File: src/rtl/lqc_pkg.sv
// package for the linear ticket queue: sizes, codes, request and result types
`default_nettype none

package lqc_pkg;

    localparam int DEPTH       = 8;
    localparam int TICKET_BITS = 16;

    localparam int IDX_W   = (DEPTH > 1) ? $clog2(DEPTH) : 1;
    localparam int CNT_W   = $clog2(DEPTH + 1);
    localparam int STORE_W = (TICKET_BITS < 16) ? TICKET_BITS : 16;

    typedef enum logic [1:0] {
        ACT_ADD     = 2'd0,
        ACT_PROCESS = 2'd1,
        ACT_CANCEL  = 2'd2,
        ACT_LIST    = 2'd3
    } action_t;

    typedef enum logic [2:0] {
        ST_ADDED     = 3'd0,
        ST_FULL      = 3'd1,
        ST_PROCESSED = 3'd2,
        ST_EMPTY     = 3'd3,
        ST_CANCELLED = 3'd4,
        ST_NOT_FOUND = 3'd5,
        ST_LISTED    = 3'd6
    } status_t;

    typedef enum logic [2:0] {
        SEQ_IDLE,
        SEQ_DECODE,
        SEQ_SEARCH,
        SEQ_SHIFT,
        SEQ_LIST
    } seq_state_t;

    typedef struct packed {
        action_t     action;
        logic [15:0] ticket;
    } req_t;

    typedef struct packed {
        status_t     status;
        logic [15:0] ticket_out;
        logic        last;
    } res_t;

endpackage : lqc_pkg

`default_nettype wire

File: src/rtl/linear_queue_with_cancel.sv
// linear ticket queue with cancel by value, one-slot-per-cycle sequencer
`default_nettype none
// sequence: add and process are latched, then the decode state loads their result register;
// list passes decode, then its list state loads each entry, one a cycle while results are taken;
// cancel checks one slot a cycle from head to the match and, on a match, shifts one slot
// a cycle to the tail before its result is loaded; a stalled result holds the sequencer
// requests: one at a time, s_ready high only while idle
// sync reset (aresetn low) empties the queue, drops any waiting result, leaves slots as is

module linear_queue_with_cancel (
    input  wire logic          aclk,
    input  wire logic          aresetn,
    input  wire logic          s_valid,
    output logic               s_ready,
    input  wire lqc_pkg::req_t s_data,
    output logic               m_valid,
    input  wire logic          m_ready,
    output lqc_pkg::res_t      m_data
);
    import lqc_pkg::*;

    // sequencer and queue pointers
    seq_state_t state_reg, state_next;
    logic [CNT_W-1:0] head_reg, head_next;
    logic [CNT_W-1:0] fill_reg, fill_next;
    logic [IDX_W-1:0] idx_reg, idx_next;

    // latched request
    action_t            act_reg;
    logic [STORE_W-1:0] tk_reg;

    // slot store: one read address, one write address per cycle
    logic [STORE_W-1:0] slots_reg [DEPTH];
    logic               wr_en;
    logic [IDX_W-1:0]   wr_addr;
    logic [STORE_W-1:0] wr_data;
    logic [IDX_W-1:0]   rd_addr;
    logic [STORE_W-1:0] rd_data;

    // result register
    logic m_valid_reg, m_valid_next;
    res_t m_data_reg, m_data_next;

    logic             out_free;
    logic             emit;
    res_t             emit_res;
    logic             q_empty;
    logic             q_full;
    logic [CNT_W-1:0] idx_plus;
    logic             at_end;
    logic             hit;

    assign s_ready = (state_reg == SEQ_IDLE);
    assign m_valid = m_valid_reg;
    assign m_data  = m_data_reg;

    // result slot can take a new result when empty or being drained this cycle
    assign out_free = !m_valid_reg || m_ready;

    assign q_empty  = (head_reg >= fill_reg);
    assign q_full   = (fill_reg >= CNT_W'(DEPTH));
    assign idx_plus = CNT_W'(idx_reg) + CNT_W'(1);
    assign at_end   = (idx_plus >= fill_reg);

    // shift reads the slot above the one being written
    assign rd_addr = (state_reg == SEQ_SHIFT) ? idx_plus[IDX_W-1:0] : idx_reg;
    assign rd_data = slots_reg[rd_addr];
    assign hit     = (rd_data == tk_reg);

    // next state
    always_comb begin
        state_next = state_reg;
        case (state_reg)
            SEQ_IDLE: begin
                if (s_valid) state_next = SEQ_DECODE;
            end
            SEQ_DECODE: begin
                case (act_reg)
                    ACT_CANCEL: begin
                        if (!q_empty) state_next = SEQ_SEARCH;
                        else if (out_free) state_next = SEQ_IDLE;
                    end
                    ACT_LIST: begin
                        if (!q_empty) state_next = SEQ_LIST;
                        else if (out_free) state_next = SEQ_IDLE;
                    end
                    default: begin
                        if (out_free) state_next = SEQ_IDLE;
                    end
                endcase
            end
            SEQ_SEARCH: begin
                if (hit) state_next = SEQ_SHIFT;
                else if (at_end && out_free) state_next = SEQ_IDLE;
            end
            SEQ_SHIFT: begin
                if (at_end && out_free) state_next = SEQ_IDLE;
            end
            SEQ_LIST: begin
                if (at_end && out_free) state_next = SEQ_IDLE;
            end
            default: state_next = SEQ_IDLE;
        endcase
    end

    // outputs and datapath
    always_comb begin
        head_next           = head_reg;
        fill_next           = fill_reg;
        idx_next            = idx_reg;
        wr_en               = 1'b0;
        wr_addr             = idx_reg;
        wr_data             = rd_data;
        emit                = 1'b0;
        emit_res.status     = ST_EMPTY;
        emit_res.ticket_out = '0;
        emit_res.last       = 1'b1;

        case (state_reg)
            SEQ_IDLE: begin
                // walk always starts at the head
                idx_next = head_reg[IDX_W-1:0];
            end
            SEQ_DECODE: begin
                case (act_reg)
                    ACT_ADD: begin
                        emit = out_free;
                        if (q_full) begin
                            emit_res.status = ST_FULL;
                        end else begin
                            emit_res.status = ST_ADDED;
                            if (out_free) begin
                                wr_en     = 1'b1;
                                wr_addr   = fill_reg[IDX_W-1:0];
                                wr_data   = tk_reg;
                                fill_next = fill_reg + CNT_W'(1);
                            end
                        end
                    end
                    ACT_PROCESS: begin
                        emit = out_free;
                        if (!q_empty) begin
                            // idx equals head here
                            emit_res.status     = ST_PROCESSED;
                            emit_res.ticket_out = 16'(rd_data);
                            if (out_free) head_next = head_reg + CNT_W'(1);
                        end
                    end
                    default: begin
                        // cancel or list on an empty queue
                        emit = q_empty && out_free;
                    end
                endcase
            end
            SEQ_SEARCH: begin
                if (!hit) begin
                    if (at_end) begin
                        emit            = out_free;
                        emit_res.status = ST_NOT_FOUND;
                    end else begin
                        idx_next = idx_plus[IDX_W-1:0];
                    end
                end
            end
            SEQ_SHIFT: begin
                if (!at_end) begin
                    // move next entry down over the cancelled one
                    wr_en    = 1'b1;
                    wr_addr  = idx_reg;
                    wr_data  = rd_data;
                    idx_next = idx_plus[IDX_W-1:0];
                end else begin
                    emit            = out_free;
                    emit_res.status = ST_CANCELLED;
                    if (out_free) fill_next = fill_reg - CNT_W'(1);
                end
            end
            SEQ_LIST: begin
                emit                = out_free;
                emit_res.status     = ST_LISTED;
                emit_res.ticket_out = 16'(rd_data);
                emit_res.last       = at_end;
                if (out_free && !at_end) idx_next = idx_plus[IDX_W-1:0];
            end
            default: ;
        endcase
    end

    // result register: load on emit, clear when taken
    always_comb begin
        m_valid_next = m_valid_reg;
        m_data_next  = m_data_reg;
        if (emit) begin
            m_valid_next = 1'b1;
            m_data_next  = emit_res;
        end else if (m_ready) begin
            m_valid_next = 1'b0;
        end
    end

    always_ff @(posedge aclk) begin
        if (!aresetn) begin
            state_reg   <= SEQ_IDLE;
            head_reg    <= '0;
            fill_reg    <= '0;
            idx_reg     <= '0;
            m_valid_reg <= 1'b0;
        end else begin
            state_reg   <= state_next;
            head_reg    <= head_next;
            fill_reg    <= fill_next;
            idx_reg     <= idx_next;
            m_valid_reg <= m_valid_next;
        end
    end

    // payload registers, no reset
    always_ff @(posedge aclk) begin
        m_data_reg <= m_data_next;
        if (s_valid && s_ready) begin
            act_reg <= s_data.action;
            tk_reg  <= s_data.ticket[STORE_W-1:0];
        end
        if (wr_en) slots_reg[wr_addr] <= wr_data;
    end

endmodule : linear_queue_with_cancel

`default_nettype wire
File: config.mk
export PLATFORM = sky130hd
export DESIGN_NAME = linear_queue_with_cancel
export DESIGN_NICKNAME = d
export VERILOG_FILES = /design/src/rtl/lqc_pkg.sv /design/src/rtl/linear_queue_with_cancel.sv
export SDC_FILE = /design/constraint.sdc
export NUM_CORES = 1
export LEC_CHECK = 0
export BUFFER_PORTS_ARGS = -buffer_cell sky130_fd_sc_hd__buf_2
export CELL_PAD_IN_SITES_DETAIL_PLACEMENT = 0
export CELL_PAD_IN_SITES_GLOBAL_PLACEMENT = 1
export CORE_ASPECT_RATIO = 0.5
export CORE_MARGIN = 5
export CORE_UTILIZATION = 36
export DETAILED_ROUTE_END_ITERATION = 8
export PLACE_DENSITY = 0.65
export SYNTH_ARGS = -nofsm -noshare
export SYNTH_HDL_FRONTEND = slang
export SYNTH_SLANG_ARGS = --single-unit
File: constraint.sdc
create_clock -name aclk -period 12.1 [get_ports aclk]
set_input_delay 0.605 -clock aclk [delete_from_list [all_inputs] [get_ports aclk]]
set_output_delay 0.605 -clock aclk [all_outputs]
set_load 0.05 [all_outputs]
==> metrics.md <==
| Metric | Value |
|---|---|
| Final hold slack | `approximately 330 ps` |
| Fillers | `2,286` |
| Row count | `40` |
| Final setup fails | `0` |
| Num CTS Buffers | `17` |
| Global route overflow | `0` |
| P_sw | `323 uW` |
| Postcts setup bufs | `0` |
| Initial antenna violation count | `0` |
| Final ANT Viol Nets | `0` |
| Residual DRC count | `0` |
| Worst setup EP type | `flip-flop` |
| Layout net count | `786` |
| DR vias | `5,975` |
| CTS max path bufs | `2` |
| Vias per Instance | `about 5.4` |
| Fin. max-slew vios | `0` |
| First-pass GRT wire length | `35.6 mm` |
| Async set-or-reset flop fraction in the synthesized netlist | `0` |
| Synth-to-layout area growth | `12.7%` |
| Max reg flops | `128` |
| Total track usage | `0.168` |
| CP required | `12,160 ps` |
| Die Span X | `233 microns` |
| Crit path launch type | `flip-flop` |
| RSZ-0062 raised after global routing | `false` |
| Worst-path clk slew | `roughly 80 ps` |
| Synth cell count leaders | `edfxtp_1 (166), nor2_1 (77), nand2_1 (47)` |
| Leak | `0.00335 uW` |
| Power Internal | `987 uW` |
| Count leader, synth | `edfxtp_1` |
| CP most frequent cell | `buf_4` |
| Cell variety after synth | `75` |
| Minimum clock period | `5350 ps` |
| Share of cells above drive strength 1 | `0.182` |
| Clock sink count | `181` |
| Pin count of the biggest net entering global routing | `52` |
| Crit-path leading delay family | `compound AO/OA/AOI/OAI gates` |
| Worst EP arrival | `~5400 ps` |
| Tcrit/Tclk final | `0.442` |
| Clock tree root driver cell | `clkbuf_16` |
| PortBufs | `43` |
| Top cell type by total area after synthesis | `edfxtp_1` |
| HPWL after DPL | `approximately 15 mm` |
| H-tree Lvls | `4` |
| Sequential element share of the synthesized area | `0.590` |
| Total power | `1310 uW` |
| Synth warn | `0` |
| Pwr Density | `130 mW/mm^2` |
| Syn nets | `750` |
| Part of the power in the clock network | `0.409` |
| Starting Density | `0.370` |
| Flops & latches, synth | `181` |
| CP bufs+invs | `2` |
| Drt pass-1 iters | `5` |
| Combinational power share | `0.054` |
| CTS resizes | `0` |
| Min-delay worst type | `input pin to flip-flop` |
| Mean Syn Cell Area | `12.5 sq um` |
| # hold bufs at CTS | `0` |
| Synthesized cell area | `0.00896 sq mm` |
| Cells along the critical path | `buf_4 -> ha_2 -> buf_4 -> a2bb2oi_2 -> o221ai_1 -> o31a_1 -> xnor2_1 -> a2111oi_4 -> nand4b_2 -> a21oi_1 -> a21oi_2` |
| Max-cap violations | `0` |
| Worst-path maximum fanout | `between 50 and 60` |
| First DRT Iteration DRCs | `517` |
| Post-Route WL | `23.3 mm` |
| Top FF cell, synth | `edfxtp_1` |
| Multi-input logic area | `0.00341 sq mm` |
| Max stage delay on crit path | `1050 ps` |
| Top cells by area, synth | `edfxtp_1 (56%), mux2i_1 (4.6%), dfxtp_1 (3.4%)` |
| Number of global-route vias before repair | `6,023` |
| RePlAce Congestion | `0.823` |
| TritonCTS clock tree | `yes` |
| Sequential share of power | `0.537` |
| Endpoints failing hold | `0` |
| Clock Latency Late Sink | `440 ps` |
| Worst-margin pin slew | `1210 ps` |
| Clk_skew | `13.5 ps` |
| N_diodes | `0` |
| Slew headroom | `0.192` |
| Setup CP Type | `flip-flop to flip-flop` |
| WL/cell | `21.2 microns` |
| Sw frac | `0.247` |
| Synth top area share | `0.556` |
| Die Y | `122 microns` |
| Core Box Area | `0.0242 sq mm` |
| Syn Inst Count | `715` |
| IO Pins | `44` |
| Peak VDD IR | `0.100 mV` |
| EDFF count, synth | `approximately 170` |
| Register area | `0.00529 sq mm` |
| CP max-delay cell | `a2bb2oi_2` |
| Total die area | `0.0283 sq mm` |
| Status | `finished, final reports clean` |
| Fmax | `between 150 and 200 MHz` |
| TNS Setup | `0 ps` |
final cells by class:
class	instances	share of cell area
well taps	336	0.0416
clock buffers	18	0.0425
repair buffers	58	0.0325
clock inverters	14	0.0138
multi-input cells	471	0.338
inverters	22	0.00818
flip-flops and latches	181	0.524
path summary, 6_finish.rpt:
check | start | end | slack [ps] | cells past startpoint
max | idx_reg[1]$_SDFFE_PN0P_ | m_data[8]$_DFFE_PP_ | 6750 | 11
min | s_data[0] | tk_reg[0]$_DFFE_PP_ | 330 | 1
max reg2reg | idx_reg[1]$_SDFFE_PN0P_ | m_data[8]$_DFFE_PP_ | 6750 | 11
min reg2reg | head_reg[3]$_SDFFE_PN0P_ | head_reg[3]$_SDFFE_PN0P_ | 540 | 2
kinds of logic (layout without fill, tap and decap cells):
logic type / count (synthesis) / in the layout / share of synthesized area
adders and majority gates: 13 / 13 / 0.0190
muxes: 74 / 74 / 0.0982
xor gates and xnor gates: 24 / 24 / 0.0243
and+or+nand+nor: 215 / 215 / 0.119
buffers and inverters: 63 / 112 / 0.0317
DFF: 181 / 181 / 0.590
AOI/OAI and AO/OA: 145 / 145 / 0.118
placed cells by master (no fill, tap or decap), types with 5 or more instances in the layout:
cell type    n
edfxtp_1   166
nor2_1      76
nand2_1     47
buf_2       43
mux2i_1     41
a21oi_1     30
mux2_2      25
nor3_1      22
inv_1       20
o21ai_0     20
clkbuf_16   17
buf_4       15
dfxtp_1     14
xnor2_1     13
o221ai_1    13
ha_1        11
nand2b_1    10
xor2_1       9
a21o_1       9
and2_1       9
o22ai_1      8
or3_1        7
mux4_2       6
nor2b_1      6
a211oi_1     6
a2111oi_0    6
o211ai_1     6
nor4_1       5
a22oi_1      5
a31oi_1      5
nand3_1      5
stage by stage:
step | std cells | worst slack, ps | cell area [sq um] | utilization
global placement | 1068 | 6970 | 9530 | 0.393
finish | 1100 | 6750 | 10100 | 0.417
global route | 1100 | 6360 | 10100 | 0.417
CTS | 1100 | 6770 | 10100 | 0.417
detailed placement | 1068 | 6790 | 9530 | 0.393
floorplan | 715 | 8210 | 8960 | -
power groups by stage:
stage	registers (uW)	clock network [uW]	logic, uW
after floorplan	726	0	37.3
after global placement	717	0	69.9
after detailed placement	717	0	71.1
after CTS	703	547	71.4
after global routing	704	573	76.9
final	703	536	70.8
metal layers:
layer	GRT usage	wire length (microns)	up-vias
met5	0	0	-
met4	0.0527	440	0
met3	0.0356	1010	25
met2	0.264	10600	136
met1	0.235	11200	3000
li1	-	-	2814
worst register-to-register path: stages (launching register included):
cell and delay [ps]:
dfxtp_2 310, buf_4 550, ha_2 430, buf_4 350
a2bb2oi_2 1060, o221ai_1 210, o31a_1 360, xnor2_1 310
a2111oi_4 90, nand4b_2 260, a21oi_1 150, a21oi_2 880
Power figures use the tool's default switching activity.
